<file path="src/rtl/assert_macros.svh">
// ============================================================================
// Assertion macros
// Shared concurrent assertion forms for the tone sample block. Defining
// ASSERT_OFF turns every use into an empty statement.
// ============================================================================
`ifndef ASSERT_MACROS_SVH
`define ASSERT_MACROS_SVH

`ifndef ASSERT_OFF
`define EST_ASSERT_IMPLY(lbl, clk, rst_n, ante, cons) \
    lbl: assert property (@(posedge clk) disable iff (!rst_n) (ante) |-> (cons)) \
        else $error("implication check failed");
`define EST_ASSERT_NEVER(lbl, clk, rst_n, cond) \
    lbl: assert property (@(posedge clk) disable iff (!rst_n) !(cond)) \
        else $error("forbidden condition seen");
`else
`define EST_ASSERT_IMPLY(lbl, clk, rst_n, ante, cons)
`define EST_ASSERT_NEVER(lbl, clk, rst_n, cond)
`endif

`endif

</file>
<file path="src/rtl/est_pkg.sv">
// ============================================================================
// est_pkg
// Widths, constants, shared types and the sine magnitude table of the
// enveloped sine tone sample block.
// ============================================================================
package est_pkg;

    // Block constants. SINE_TABLE_DEPTH must be a power of two.
    localparam int PCM_RATE_HZ      = 16000;
    localparam int SINE_TABLE_DEPTH = 256;
    localparam int MS_PER_S         = 1000;
    localparam int MS_MAX           = 4095;

    // Field widths.
    localparam int F_W        = 14;
    localparam int MS_W       = 12;
    localparam int N_W        = 16;
    localparam int AMP_W      = 15;
    localparam int FADE_W     = 12;
    localparam int SAMPLE_W   = 16;
    localparam int CFG_IDX_W  = 1;
    localparam int CFG_DATA_W = 15;

    localparam logic [AMP_W-1:0]  AMP_RESET  = AMP_W'(13107);
    localparam logic [FADE_W-1:0] FADE_RESET = FADE_W'(128);

    // Derived widths of the phase and length arithmetic.
    localparam int LOG2_DEPTH = $clog2(SINE_TABLE_DEPTH);
    localparam int SR_W       = $clog2(PCM_RATE_HZ + 1);
    localparam int P_W        = F_W + N_W;
    localparam int QP_W       = P_W - SR_W + 1;
    localparam int MP_W       = QP_W;
    localparam int RP0_W      = SR_W + 1;
    localparam int TX_W       = $clog2(MS_MAX * PCM_RATE_HZ + 1);
    localparam int MSD_W      = $clog2(MS_PER_S + 1);
    localparam int QT_W       = TX_W - (MSD_W - 1);
    localparam int RT_W       = $clog2(2 * MS_PER_S);
    localparam int TOTAL_W    = $clog2((MS_MAX * PCM_RATE_HZ) / MS_PER_S + 1);
    localparam int NT_W       = ((TOTAL_W > N_W) ? TOTAL_W : N_W) + 1;

    // Reciprocals for division by constants. The floor forms leave the
    // quotient at most one low, fixed up by one compare and subtract.
    localparam logic [63:0] MP = (64'd1 << P_W) / PCM_RATE_HZ;
    localparam logic [63:0] MT = (64'd1 << TX_W) / MS_PER_S;

    // Table index k = rem_phase * DEPTH / PCM_RATE_HZ, exact with a ceiling
    // reciprocal and a shift of KS.
    localparam int Y_W  = SR_W + LOG2_DEPTH;
    localparam int KS   = Y_W + SR_W;
    localparam int MK_W = Y_W + 2;
    localparam logic [63:0] MK = ((64'd1 << KS) + PCM_RATE_HZ - 1) / PCM_RATE_HZ;

    // Envelope and output scaling.
    localparam int ENV_FRAC_W  = 16;
    localparam int ENV_W       = ENV_FRAC_W + 1;
    localparam int SINE_MAG_W  = 15;
    localparam int MAG_ENV_W   = SINE_MAG_W + ENV_W;
    localparam int AMP_PROD_W  = MAG_ENV_W + AMP_W;
    localparam int PROD_SHIFT  = 31;
    localparam int DIV_STEPS   = 4;
    localparam int DIV_STAGES  = ENV_FRAC_W / DIV_STEPS;

    localparam logic [63:0] HALF_PI_Q30 = 64'd1686629713;

    typedef struct packed {
        logic                 valid;
        logic [SR_W-1:0]      rem_phase;
        logic                 last;
        logic                 beyond;
        logic                 silent;
        logic                 env_full;
        logic [FADE_W-1:0]    env_num;
    } t_front;

    typedef logic [SINE_TABLE_DEPTH-1:0][SINE_MAG_W-1:0] t_sine_tab;

    // Unsigned quotient by shift and subtract, used only while the table
    // is built.
    function automatic logic [63:0] udiv64(input logic [63:0] num,
                                           input logic [63:0] den);
        logic [63:0] quot;
        logic [64:0] rem;
        quot = '0;
        rem  = '0;
        for (int b = 63; b >= 0; b--) begin
            rem = {rem[63:0], num[b]};
            if (rem >= {1'b0, den}) begin
                rem     = rem - {1'b0, den};
                quot[b] = 1'b1;
            end
        end
        return quot;
    endfunction

    // Sine magnitude in Q15 for every table index, built at elaboration from
    // a Q2.30 Taylor series of the quarter wave.
    function automatic t_sine_tab build_sine_tab();
        t_sine_tab                tab;
        logic [LOG2_DEPTH-1:0]    k;
        logic [63:0]              m;
        logic [63:0]              x;
        logic [63:0]              t;
        logic [63:0]              s;
        logic [63:0]              r;
        logic [63:0]              div;
        for (int idx = 0; idx < SINE_TABLE_DEPTH; idx++) begin
            k = LOG2_DEPTH'(idx);
            m = 64'({k[LOG2_DEPTH-3:0], 2'b00});
            if (k[LOG2_DEPTH-2]) begin
                m = 64'(SINE_TABLE_DEPTH) - m;
            end
            x = (m * HALF_PI_Q30) >> LOG2_DEPTH;
            t = x;
            s = x;
            for (int i = 1; i <= 7; i++) begin
                div = 64'((2 * i) * (2 * i + 1));
                t = udiv64(((((t * x) >> 30) * x) >> 30), div);
                if ((i % 2) == 1) begin
                    s = (s >= t) ? (s - t) : 64'd0;
                end else begin
                    s = s + t;
                end
            end
            r = (s + 64'd16384) >> 15;
            if (r > 64'd32767) begin
                r = 64'd32767;
            end
            tab[idx] = r[SINE_MAG_W-1:0];
        end
        return tab;
    endfunction

    localparam t_sine_tab SINE_TAB = build_sine_tab();

endpackage

</file>
<file path="src/rtl/est_front.sv">
// ============================================================================
// est_front
// Front stages: frequency-index product reduced modulo the sample rate,
// segment length in samples, end flags and the envelope numerator.
// ============================================================================
module est_front (
    input  logic                       i_clk,
    input  logic                       i_rst_n,
    input  logic                       i_valid,
    input  logic [est_pkg::F_W-1:0]    i_freq,
    input  logic [est_pkg::MS_W-1:0]   i_ms,
    input  logic [est_pkg::N_W-1:0]    i_n,
    input  logic [est_pkg::FADE_W-1:0] i_fade,
    output est_pkg::t_front            o_front
);
    import est_pkg::*;

    logic                r_s1_valid, r_s2_valid, r_s3_valid, r_s4_valid;
    logic [P_W-1:0]      r_s1_p, r_s2_p;
    logic [TX_W-1:0]     r_s1_tx, r_s2_tx;
    logic [N_W-1:0]      r_s1_n, r_s2_n, r_s3_n;
    logic                r_s1_silent, r_s2_silent, r_s3_silent;
    logic [QP_W-1:0]     r_s2_qp;
    logic [QT_W-1:0]     r_s2_qt, r_s3_qt;
    logic [RP0_W-1:0]    r_s3_rp0;
    logic [RT_W-1:0]     r_s3_rt0;
    t_front              r_front;

    logic [P_W-1:0]          n_p;
    logic [TX_W-1:0]         n_tx;
    logic [P_W+MP_W-1:0]     prod_p;
    logic [TX_W+QT_W-1:0]    prod_t;
    logic [QP_W+SR_W-1:0]    prod_qs;
    logic [QT_W+MSD_W-1:0]   prod_qm;
    logic [RP0_W-1:0]        n_rp0, rp_fix;
    logic [RT_W-1:0]         n_rt0;
    logic [QT_W:0]           total_sum;
    logic [NT_W-1:0]         tot_e, n_e, fade_e, remain;
    logic                    before_fade;
    logic                    in_tail;
    t_front                  n_front;

    // Stage 1: products.
    assign n_p  = P_W'(i_freq) * P_W'(i_n);
    assign n_tx = TX_W'(i_ms) * TX_W'(PCM_RATE_HZ);

    // Stage 2: quotient estimates through reciprocals.
    assign prod_p = (P_W+MP_W)'(r_s1_p) * (P_W+MP_W)'(MP);
    assign prod_t = (TX_W+QT_W)'(r_s1_tx) * (TX_W+QT_W)'(MT);

    // Stage 3: remainders, each below twice its divisor.
    assign prod_qs = (QP_W+SR_W)'(r_s2_qp) * (QP_W+SR_W)'(PCM_RATE_HZ);
    assign prod_qm = (QT_W+MSD_W)'(r_s2_qt) * (QT_W+MSD_W)'(MS_PER_S);
    assign n_rp0   = r_s2_p[RP0_W-1:0] - prod_qs[RP0_W-1:0];
    assign n_rt0   = r_s2_tx[RT_W-1:0] - prod_qm[RT_W-1:0];

    // Stage 4: final corrections, flags and envelope selection.
    always_comb begin
        rp_fix = (r_s3_rp0 >= RP0_W'(PCM_RATE_HZ)) ?
                 (r_s3_rp0 - RP0_W'(PCM_RATE_HZ)) : r_s3_rp0;
        total_sum = {1'b0, r_s3_qt} +
                    (QT_W+1)'(r_s3_rt0 >= RT_W'(MS_PER_S));
        tot_e  = NT_W'(total_sum[TOTAL_W-1:0]);
        n_e    = NT_W'(r_s3_n);
        fade_e = NT_W'(i_fade);
        remain = tot_e - n_e - NT_W'(1);
        before_fade = (n_e < fade_e);
        in_tail     = (remain < fade_e);

        n_front.valid     = r_s3_valid;
        n_front.rem_phase = rp_fix[SR_W-1:0];
        n_front.last      = (tot_e != '0) && (n_e == tot_e - NT_W'(1));
        n_front.beyond    = (n_e >= tot_e);
        n_front.silent    = r_s3_silent;
        n_front.env_full  = (i_fade == '0) || (!before_fade && !in_tail);
        n_front.env_num   = before_fade ? r_s3_n[FADE_W-1:0] : remain[FADE_W-1:0];
    end

    always_ff @(posedge i_clk) begin
        if (!i_rst_n) begin
            r_s1_valid <= 1'b0;
            r_s2_valid <= 1'b0;
            r_s3_valid <= 1'b0;
            r_s4_valid <= 1'b0;
        end else begin
            r_s1_valid <= i_valid;
            r_s2_valid <= r_s1_valid;
            r_s3_valid <= r_s2_valid;
            r_s4_valid <= r_s3_valid;
        end
    end

    always_ff @(posedge i_clk) begin
        r_s1_p      <= n_p;
        r_s1_tx     <= n_tx;
        r_s1_n      <= i_n;
        r_s1_silent <= (i_freq == '0);

        r_s2_p      <= r_s1_p;
        r_s2_tx     <= r_s1_tx;
        r_s2_qp     <= prod_p[P_W +: QP_W];
        r_s2_qt     <= prod_t[TX_W +: QT_W];
        r_s2_n      <= r_s1_n;
        r_s2_silent <= r_s1_silent;

        r_s3_rp0    <= n_rp0;
        r_s3_rt0    <= n_rt0;
        r_s3_qt     <= r_s2_qt;
        r_s3_n      <= r_s2_n;
        r_s3_silent <= r_s2_silent;

        r_front     <= n_front;
    end

    always_comb begin
        o_front       = r_front;
        o_front.valid = r_s4_valid;
    end

endmodule

</file>
<file path="src/rtl/est_fade_div.sv">
// ============================================================================
// est_fade_div
// Pipelined restoring divider for the fade envelope: numerator times 2^16
// over the fade length, four quotient bits per stage.
// ============================================================================
module est_fade_div (
    input  logic                           i_clk,
    input  logic [est_pkg::FADE_W-1:0]     i_num,
    input  logic [est_pkg::FADE_W-1:0]     i_fade,
    output logic [est_pkg::ENV_FRAC_W-1:0] o_quot
);
    import est_pkg::*;

    logic [FADE_W-1:0]     r_rem   [DIV_STAGES];
    logic [ENV_FRAC_W-1:0] r_quot  [DIV_STAGES];
    logic [FADE_W-1:0]     w_rem_in  [DIV_STAGES];
    logic [ENV_FRAC_W-1:0] w_quot_in [DIV_STAGES];
    logic [FADE_W-1:0]     n_rem   [DIV_STAGES];
    logic [ENV_FRAC_W-1:0] n_quot  [DIV_STAGES];

    assign w_rem_in[0]  = i_num;
    assign w_quot_in[0] = '0;

    for (genvar g = 1; g < DIV_STAGES; g++) begin : g_link
        assign w_rem_in[g]  = r_rem[g-1];
        assign w_quot_in[g] = r_quot[g-1];
    end

    // The numerator is below the fade length whenever the quotient is used, so
    // the partial remainder then stays below it and the doubled value fits one extra bit.
    for (genvar g = 0; g < DIV_STAGES; g++) begin : g_stage
        always_comb begin
            logic [FADE_W:0]       trial;
            logic [FADE_W-1:0]     rem;
            logic [ENV_FRAC_W-1:0] quot;
            rem  = w_rem_in[g];
            quot = w_quot_in[g];
            for (int s = 0; s < DIV_STEPS; s++) begin
                trial = {rem, 1'b0};
                if (trial >= {1'b0, i_fade}) begin
                    trial = trial - {1'b0, i_fade};
                    quot  = {quot[ENV_FRAC_W-2:0], 1'b1};
                end else begin
                    quot  = {quot[ENV_FRAC_W-2:0], 1'b0};
                end
                rem = trial[FADE_W-1:0];
            end
            n_rem[g]  = rem;
            n_quot[g] = quot;
        end

        always_ff @(posedge i_clk) begin
            r_rem[g]  <= n_rem[g];
            r_quot[g] <= n_quot[g];
        end
    end

    assign o_quot = r_quot[DIV_STAGES-1];

endmodule

</file>
<file path="src/rtl/est_scale.sv">
// ============================================================================
// est_scale
// Back stages: table index, sine lookup with quadrant sign, envelope and
// amplitude scaling, and the registered result.
// ============================================================================
module est_scale (
    input  logic                              i_clk,
    input  logic                              i_rst_n,
    input  est_pkg::t_front                   i_front,
    input  logic [est_pkg::ENV_FRAC_W-1:0]    i_env_quot,
    input  logic [est_pkg::AMP_W-1:0]         i_amplitude,
    output logic                              o_valid,
    output logic signed [est_pkg::SAMPLE_W-1:0] o_sample,
    output logic                              o_last,
    output logic                              o_beyond
);
    import est_pkg::*;

    typedef struct packed {
        logic last;
        logic beyond;
        logic silent;
        logic env_full;
    } t_tag;

    localparam logic [ENV_W-1:0] ENV_ONE = {1'b1, {ENV_FRAC_W{1'b0}}};

    // One valid bit per stage, stage 5 at bit 0 through stage 10 at bit 5.
    logic [5:0]              r_vld;
    t_tag                    r_s5_tag, r_s6_tag, r_s7_tag, r_s8_tag, r_s9_tag;
    logic [LOG2_DEPTH-1:0]   r_s5_k;
    logic [SINE_MAG_W-1:0]   r_s6_mag, r_s7_mag, r_s8_mag;
    logic                    r_s6_neg, r_s7_neg, r_s8_neg, r_s9_neg;
    logic [MAG_ENV_W-1:0]    r_s9_prod;
    logic [SAMPLE_W-1:0]     r_sample;
    logic                    r_last, r_beyond;

    t_tag                    n_tag;
    logic [Y_W-1:0]          y;
    logic [Y_W+MK_W-1:0]     prod_k;
    logic [ENV_W-1:0]        n_env;
    logic [MAG_ENV_W-1:0]    n_prod;
    logic [AMP_PROD_W-1:0]   prod_amp;
    logic [SAMPLE_W-1:0]     mag_out;
    logic [SAMPLE_W-1:0]     n_sample;

    assign n_tag.last     = i_front.last;
    assign n_tag.beyond   = i_front.beyond;
    assign n_tag.silent   = i_front.silent;
    assign n_tag.env_full = i_front.env_full;

    assign y      = {i_front.rem_phase, {LOG2_DEPTH{1'b0}}};
    assign prod_k = (Y_W+MK_W)'(y) * (Y_W+MK_W)'(MK);

    // The divider output lines up with stage 8.
    assign n_env  = r_s8_tag.env_full ? ENV_ONE : {1'b0, i_env_quot};
    assign n_prod = MAG_ENV_W'(r_s8_mag) * MAG_ENV_W'(n_env);

    assign prod_amp = AMP_PROD_W'(r_s9_prod) * AMP_PROD_W'(i_amplitude);
    assign mag_out  = prod_amp[PROD_SHIFT +: SAMPLE_W];

    always_comb begin
        if (r_s9_tag.beyond || r_s9_tag.silent) begin
            n_sample = '0;
        end else if (r_s9_neg) begin
            n_sample = SAMPLE_W'(0) - mag_out;
        end else begin
            n_sample = mag_out;
        end
    end

    always_ff @(posedge i_clk) begin
        if (!i_rst_n) begin
            r_vld <= '0;
        end else begin
            r_vld <= {r_vld[4:0], i_front.valid};
        end
    end

    always_ff @(posedge i_clk) begin
        r_s5_tag  <= n_tag;
        r_s5_k    <= prod_k[KS +: LOG2_DEPTH];

        r_s6_tag  <= r_s5_tag;
        r_s6_mag  <= SINE_TAB[r_s5_k];
        r_s6_neg  <= r_s5_k[LOG2_DEPTH-1];

        r_s7_tag  <= r_s6_tag;
        r_s7_mag  <= r_s6_mag;
        r_s7_neg  <= r_s6_neg;

        r_s8_tag  <= r_s7_tag;
        r_s8_mag  <= r_s7_mag;
        r_s8_neg  <= r_s7_neg;

        r_s9_tag  <= r_s8_tag;
        r_s9_neg  <= r_s8_neg;
        r_s9_prod <= n_prod;

        r_sample  <= n_sample;
        r_last    <= r_s9_tag.last;
        r_beyond  <= r_s9_tag.beyond;
    end

    assign o_valid  = r_vld[5];
    assign o_sample = r_sample;
    assign o_last   = r_last;
    assign o_beyond = r_beyond;

endmodule

</file>
<file path="src/rtl/enveloped_sine_tone_sample.sv">
// ============================================================================
// enveloped_sine_tone_sample
// Sine tone sample with linear fade envelope and amplitude scaling, built as
// a ten-stage pipeline with two configuration registers.
// ============================================================================
// Throughput: one transaction per cycle is accepted, busy stays low, and the
// receiver cannot stall the pipeline.
// The pipeline length is set by four front stages, the four divider stages of the
// fade envelope and two multiply stages for envelope and amplitude.
// Reset is synchronous: it clears every valid bit and reloads the amplitude
// and fade length; no memory needs a clearing pass.
`include "assert_macros.svh"

module enveloped_sine_tone_sample (
    input  logic                                i_clk,
    input  logic                                i_rst_n,
    input  logic                                start,
    output logic                                busy,
    input  logic [est_pkg::F_W-1:0]             i_tone_freq_hz,
    input  logic [est_pkg::MS_W-1:0]            i_segment_ms,
    input  logic [est_pkg::N_W-1:0]             i_sample_number,
    input  logic                                i_cfg_we,
    input  logic [est_pkg::CFG_IDX_W-1:0]       i_cfg_idx,
    input  logic [est_pkg::CFG_DATA_W-1:0]      i_cfg_wdata,
    output logic                                o_valid,
    output logic signed [est_pkg::SAMPLE_W-1:0] o_sample_value,
    output logic                                o_last_sample,
    output logic                                o_beyond_end
);
    import est_pkg::*;

    localparam logic [CFG_IDX_W-1:0] CFG_AMPLITUDE = CFG_IDX_W'(0);
    localparam logic [CFG_IDX_W-1:0] CFG_FADE      = CFG_IDX_W'(1);
    localparam int PIPE_LATENCY = 4 + DIV_STAGES + 2;

    logic [AMP_W-1:0]      r_amplitude;
    logic [FADE_W-1:0]     r_fade;
    logic                  in_valid;
    t_front                w_front;
    logic [ENV_FRAC_W-1:0] w_env_quot;

    assign busy     = 1'b0;
    assign in_valid = start && !busy;

    always_ff @(posedge i_clk) begin
        if (!i_rst_n) begin
            r_amplitude <= AMP_RESET;
            r_fade      <= FADE_RESET;
        end else if (i_cfg_we) begin
            case (i_cfg_idx)
                CFG_AMPLITUDE: r_amplitude <= i_cfg_wdata[AMP_W-1:0];
                CFG_FADE:      r_fade      <= i_cfg_wdata[FADE_W-1:0];
                default: begin
                end
            endcase
        end
    end

    est_front u_front (
        .i_clk   (i_clk),
        .i_rst_n (i_rst_n),
        .i_valid (in_valid),
        .i_freq  (i_tone_freq_hz),
        .i_ms    (i_segment_ms),
        .i_n     (i_sample_number),
        .i_fade  (r_fade),
        .o_front (w_front)
    );

    est_fade_div u_fade_div (
        .i_clk  (i_clk),
        .i_num  (w_front.env_num),
        .i_fade (r_fade),
        .o_quot (w_env_quot)
    );

    est_scale u_scale (
        .i_clk       (i_clk),
        .i_rst_n     (i_rst_n),
        .i_front     (w_front),
        .i_env_quot  (w_env_quot),
        .i_amplitude (r_amplitude),
        .o_valid     (o_valid),
        .o_sample    (o_sample_value),
        .o_last      (o_last_sample),
        .o_beyond    (o_beyond_end)
    );

    // A result strobe only follows an accepted transaction at fixed latency.
    `EST_ASSERT_IMPLY(a_result_has_source, i_clk, i_rst_n, o_valid, $past(start, PIPE_LATENCY))
    `EST_ASSERT_NEVER(a_flags_exclusive, i_clk, i_rst_n, o_valid && o_last_sample && o_beyond_end)
    `EST_ASSERT_IMPLY(a_beyond_is_silent, i_clk, i_rst_n, o_valid && o_beyond_end, o_sample_value == '0)
    `EST_ASSERT_NEVER(a_mag_limit, i_clk, i_rst_n, o_valid && (o_sample_value == 16'sh8000 || o_sample_value == 16'sh7FFF))

endmodule
</file>
<file path="config.mk">
export PLATFORM = sky130hd
export DESIGN_NAME = enveloped_sine_tone_sample
export DESIGN_NICKNAME = d
export VERILOG_FILES = /design/src/rtl/est_pkg.sv /design/src/rtl/est_front.sv /design/src/rtl/est_fade_div.sv /design/src/rtl/est_scale.sv /design/src/rtl/enveloped_sine_tone_sample.sv
export VERILOG_INCLUDE_DIRS = /design/src /design/src/rtl
export SDC_FILE = /design/constraint.sdc
export NUM_CORES = 2
export LEC_CHECK = 0
export BUFFER_PORTS_ARGS = -buffer_cell sky130_fd_sc_hd__buf_2
export CORE_MARGIN = 5
export CORE_UTILIZATION = 60
export CTS_BUF_LIST = sky130_fd_sc_hd__clkbuf_16
export DETAILED_ROUTE_END_ITERATION = 8
export PLACE_DENSITY_LB_ADDON = 0.08
export SLEW_MARGIN = 25
export SYNTH_ARGS = -nofsm -noshare
export SYNTH_HDL_FRONTEND = slang
export SYNTH_HIERARCHICAL = 1
export SYNTH_SLANG_ARGS = --single-unit
</file>
<file path="constraint.sdc">
create_clock -name i_clk -period 13.87 [get_ports i_clk]
set_clock_uncertainty 0.15 [all_clocks]
set_input_delay 2.774 -clock i_clk [delete_from_list [all_inputs] [get_ports i_clk]]
set_output_delay 2.774 -clock i_clk [all_outputs]
set_load 0.01 [all_outputs]
</file>
# Word level (Yosys, flattened, before mapping)
# Memories as Yosys holds them, arrays and structs flattened. A register that Yosys moved wholly into a read port is not among the register bits.
# Index checks and enable logic that the tools add are counted.
[op_classes]
add_sub_neg = 24
mul = 9
n_lt_le_gt_ge = 21
n_eq_ne = 1
mux = 36
bitwise = 1
reduce_logical = 11
[op_table]
columns = ["operator", "n"]
rows = [
  ["greater-or-equal comparator 13 x 12 -> 1 bit", 16],
  ["two-way mux 12 bit", 17],
  ["subtractor 12 bit", 16],
  ["multiplier 32 x 15 -> 47 bit", 1],
  ["multiplier 30 x 15 -> 45 bit, second input constant", 1],
  ["multiplier 17 x 7 -> 8 bit, second input constant", 2],
  ["multiplier 19 x 15 -> 34 bit, second input constant", 1],
  ["multiplier 14 x 20 -> 33 bit, second input constant", 1],
  ["multiplier 15 x 17 -> 32 bit", 1],
  ["multiplier 14 x 16 -> 30 bit", 1],
  ["multiplier 12 x 7 -> 19 bit, second input constant", 1],
  ["equality test 16 x 17 -> 1 bit", 1],
  ["less-than comparator 17 x 12 -> 1 bit", 1],
  ["two-way mux 17 bit", 1],
  ["subtractor 16 x 1 -> 17 bit, second input constant", 1],
  ["subtractor 16 x 16 -> 17 bit", 1],
  ["subtractor 17 x 1 -> 17 bit, second input constant", 1],
  ["adder 16 x 1 -> 16 bit", 1],
  ["greater-or-equal comparator 16 bit", 1],
  ["less-than comparator 16 x 12 -> 1 bit", 1],
  ["two-way mux 1 bit", 16],
  ["two-way mux 16 bit", 1],
  ["nonzero test 16 bit", 1],
  ["subtractor 1 x 16 -> 16 bit, first input constant", 1],
  ["13 further kinds", 17],
]
[totals]
ff_bits = 373
ramBits = 112
rom_bits = 3840
in_bits = 62
output_inout_bits = 20
word_cells = 164
mem_count = 3
[memory_table]
columns = ["memory", "depth", "width", "read_ports", "rd_ports_with_merged_regs", "wr", "line_no", "rtl"]
rows = [
  ["(no name shown)", 256, 15, 1, 1, 0, "est_scale.sv:85", "r_s6_mag <= SINE_TAB[r_s5_k];"],
  ["u_fade_div.r_quot", 4, 16, 4, 0, 4, "est_fade_div.sv:15", "logic [ENV_FRAC_W-1:0] r_quot [DIV_STAGES];"],
  ["u_fade_div.r_rem", 4, 12, 3, 0, 4, "est_fade_div.sv:14", "logic [FADE_W-1:0] r_rem [DIV_STAGES];"],
]

# Depth between registers and ports, before layout
# An unclocked memory read counts as a cell.
[logic_depth]
depth_word = 9
ltp_mapped = 49

# Modules after synthesis
# The synthesis kept the hierarchy.
[modules_own_cells]
columns = ["module", "n_inst", "cells_per_inst", "area_each_um2"]
rows = [
  ["est_scale", 1, 3590, 31742.9],
  ["est_front", 1, 2576, 25504.5],
  ["est_fade_div", 1, 1373, 11399.7],
  ["enveloped_sine_tone_sample", 1, 117, 1089.8],
]

# Worst setup path before layout
# No wires, ideal clock.
[synth_timing]
kind = "register to register"
from = "reg r_fade[0]"
to = "mem u_fade_div.r_rem[0][10]"
setup_ps = 121
t_arrival_ps = 9503
path_slack_ps = 4097
stages_incl_launch_ff = 48
n_path_buf = 10
period_less_slack_ps = 9773
path_cell_list = "dfxtp_1 -> buf_4 -> buf_2 -> buf_2 -> inv_1 -> clkbuf_1 -> buf_1 -> ha_1 -> nand4_1 -> o21ai_0 -> a2111oi_0 -> o21a_2 -> inv_2 -> buf_1 -> nor2_1 -> a21oi_1 -> ha_1 -> or3_1 -> [12 not listed] -> a21o_1 -> or3_1 -> o22ai_1 -> or3b_4 -> and2_1 -> buf_6 -> buf_6 -> mux2_4 -> ha_1 -> or2_2 -> a21oi_1 -> a21oi_1 -> a41o_1 -> o21a_1 -> nor2_1 -> mux2i_2 -> buf_4 -> mux2_2"
[synth_lines]
columns = ["item", "line_no", "rtl"]
rows = [
  ["from (decl)", "enveloped_sine_tone_sample.sv:37", "logic [FADE_W-1:0] r_fade;"],
  ["from (signal assigned)", "enveloped_sine_tone_sample.sv:52", "CFG_FADE: r_fade <= i_cfg_wdata[FADE_W-1:0];"],
  ["to (decl)", "est_fade_div.sv:14", ""],
]

==> reports/metrics.cfg <==
[status]
status = finished clean

[worst_setup_path]
crit_slowest_cell = nor2_1
cp_top_family = compound AO/OA/AOI/OAI gates
path_buf_inv = 3
setup.worst_path.class = reg -> reg
startpoint_type = flip-flop
crit_top_cell = o21ai_0
cp.required_ps = 14290
cp-end-kind = flip-flop
critPathMaxFanout = 15
crit_arrival_ps = 11130
max_stage_delay_ps = 740

[timing]
rsz0062_at_grt = false
fin_crit_sh_pct = 77.20
slew_viol_final = 0
finalCriticalPeriod_ps = 10710
slew_headroom_pct = 37.67
tightest_slew_ps = 931.5
hold_viol_final = 0
tns_ps = 0
setup_viol = 0
fmax_mhz = 93.39

[floorplan]
rows = 125
core_um2 = 115900
initial_core_util_pct = 60.17
die-width_um = 350.9
pin_count = 82
die_y_um = 350.9
fp.dieArea_um2 = 123100

[global_route]
grt_pass1_wl_um = 271100
first_global_vias = 53840
grt_max_degree = 80
groute.usage.overall_pct = 26.78
antenna_found_initial = 3
gr-total-overflow = 0

[synth]
synth_warnings = 6
synth_edf_count = 0
syn_area_per_cell_um2 = 9.109
synth_cell_types = 112
synth_area_um2 = 69740
synth-seq-cells = 450
yosysSeqAreaShare_pct = 12.92
netlist_instances = 7656
async_flop_share_pct = 0
syn_nets = 9749
ys.flop_type = dfxtp_1

[placed_design]
hpwl_um = 127000
gp_congestion = 0.9227
numPortBuffers = 80

[clock_tree]
clkSlewWorstSetupHoldPaths_ps = 70
clockBufferDepth = 3
cts.htree.levels = 2
cts_tree = yes
clk_latency_ps = 680
cts-root-buf = clkbuf_16
numCtsBuffers = 55
cts.sinks = 450
ctsHoldBuffers = 0
cts_resized = 0
post_cts_buffers = 0

[routing]
drt-pass1-iter-count = 7
drtAntennaViolNets = 0
vias = 51890
vias_per_cell = 5.662
initialDrtViolationCount = 3028
wl_per_cell_um = 17.76
drc_errors = 0
drt_wl_total_um = 162700

[flow_run]
maxCapViolCount = 0

[hold_path]
hold_class = reg -> reg

[finish]
drive_gt1_share_pct = 5.827
num-nets-final = 9683
area_growth_pct = 5.365

[area by class of cell]
cell class	count	area [um2]
multi-input cells	5617	54670
fillers	10050	42410
flip-flops and latches	450	9021
inverters	1334	5007
well taps	1524	1907
clock buffers	56	1401
repair buffers	132	794.5
clock inverters	48	665.6
diodes	3	7.507
[worst register-to-register path: cells and delay by family (launching register included)]
| kind | cells | cell delay, ps |
|---|---|---|
| fa+ha+maj | 4 | 1320 |
| buf+inv | 3 | 1020 |
| simple gates | 5 | 1680 |
| compound gates | 22 | 5300 |
| mux | 2 | 830 |
| flops | 1 | 340 |
[layout by cell type, fill, tap and decap left out, types with 44 or more instances in the layout]
cell	synthesis	final
xnor2_1	236	236
nand2_1	710	710
clkbuf_16	0	56
nor2_1	283	283
xor2_1	99	99
fa_1	959	959
nand3_1	80	80
nor3_1	79	79
nor2b_1	63	61
nand4_1	64	64
inv_1	1330	1335
and2_1	502	502
buf_4	6	51
a21oi_1	307	307
buf_2	8	80
mux2_2	86	86
o21a_1	72	72
nand2b_1	44	44
ha_1	1072	1072
dfxtp_1	450	440
o21ai_0	203	203
a21o_1	146	146
[synth_stat cells, types with 29 or more instances]
cell type	instances	area, um2
a21o_1	146	1096
nand2_1	710	2665
and2_1	502	3141
a31oi_1	30	187.7
nor3_1	79	395.4
a211oi_1	33	247.7
nand2b_1	44	275.3
mux2_2	86	968.4
o21ai_0	203	1016
nor2_1	283	1062
nand4_1	64	400.4
a21oi_1	307	1536
clkbuf_1	218	818.3
fa_1	959	19200
ha_1	1072	13410
o21a_1	72	540.5
xnor2_1	236	2067
nor2b_1	63	394.1
xor2_1	99	867.1
nand3_1	80	400.4
o211ai_1	43	322.8
and3_1	29	181.4
inv_1	1330	4992
mux2i_1	32	320.3
dfxtp_1	450	9009
[layer usage]
| layer | vias up | wire [um] | global-route usage, % |
|---|---|---|---|
| met1 | 25660 | 71140 | 35.77 |
| met4 | 4 | 4350 | 7.399 |
| met3 | 288 | 7839 | 3.091 |
| met2 | 1264 | 79290 | 46.37 |
| li1 | 24670 | - | - |
| met5 | - | 109 | 0 |
[registers in the layout (all words and copies together) (netlist names), 8 cells and up]
register	cells
u_front/r_s1_tx	19
u_scale/r_s8_mag	15
u_front/r_s1_n	16
u_front/r_s3_rp0	15
u_fade_div/r_quot	40
u_front/r_s2_qt	16
u_front/r_s2_qp	8
u_scale/r_s6_mag	15
u_front/o_front	30
u_front/r_s2_n	16
u_front/r_s2_p	15
u_front/r_s3_qt	16
u_scale/r_s9_prod	32
u_front/r_s1_p	30
u_scale/r_s5_k	8
u_scale/r_s7_mag	15
u_front/r_s3_n	16
u_scale/o_sample	16
r_fade	12
r_amplitude	15
u_fade_div/r_rem	36
[final timing paths]
check | start | endpoint | slack (ps) | cells after the start
worst max-delay path | r_fade[8] | u_fade_div/r_quot[3][0] | 3160 | 36
worst min-delay path | u_front/r_s2_silent | u_front/r_s3_silent | 160 | 0
worst min register to register | u_front/r_s2_silent | u_front/r_s3_silent | 160 | 0
worst max register to register | r_fade[8] | u_fade_div/r_quot[3][0] | 3160 | 36
[cells by family (layout without fill, tap and decap cells)]
group | after synthesis | count (layout) | share of synthesized area, %
and+or+nand+nor | 1982 | 1982 | 14.18
buffers and inverters | 1589 | 1570 | 8.696
muxes | 151 | 151 | 2.584
other | 1 | 4 | 0.005377
xor gates and xnor gates | 339 | 339 | 4.301
adders and majority gates | 2031 | 2031 | 46.76
AOI/OAI and AO/OA | 1113 | 1113 | 10.56
DFF | 450 | 450 | 12.92
[metrics by stage]
step | area (um2) | std cells | worst slack [ps] | utilization, % | hold slack [ps]
CTS | 73460 | 9160 | 3247 | 63.39 | 149.3
finish | 73480 | 9164 | 3162 | 63.40 | 158.8
floorplan | 69740 | 7656 | 4097 | - | 159.6
detailed placement | 71390 | 9056 | 3290 | 61.60 | 162.1
global placement | 71390 | 9056 | 3464 | 61.60 | 160.1
global route | 73470 | 9161 | 2537 | 63.40 | 162.5
Power is left out: the tool's default activity adds up to more than one toggle a clock period on the data nets, which glitch-free logic cannot reach.
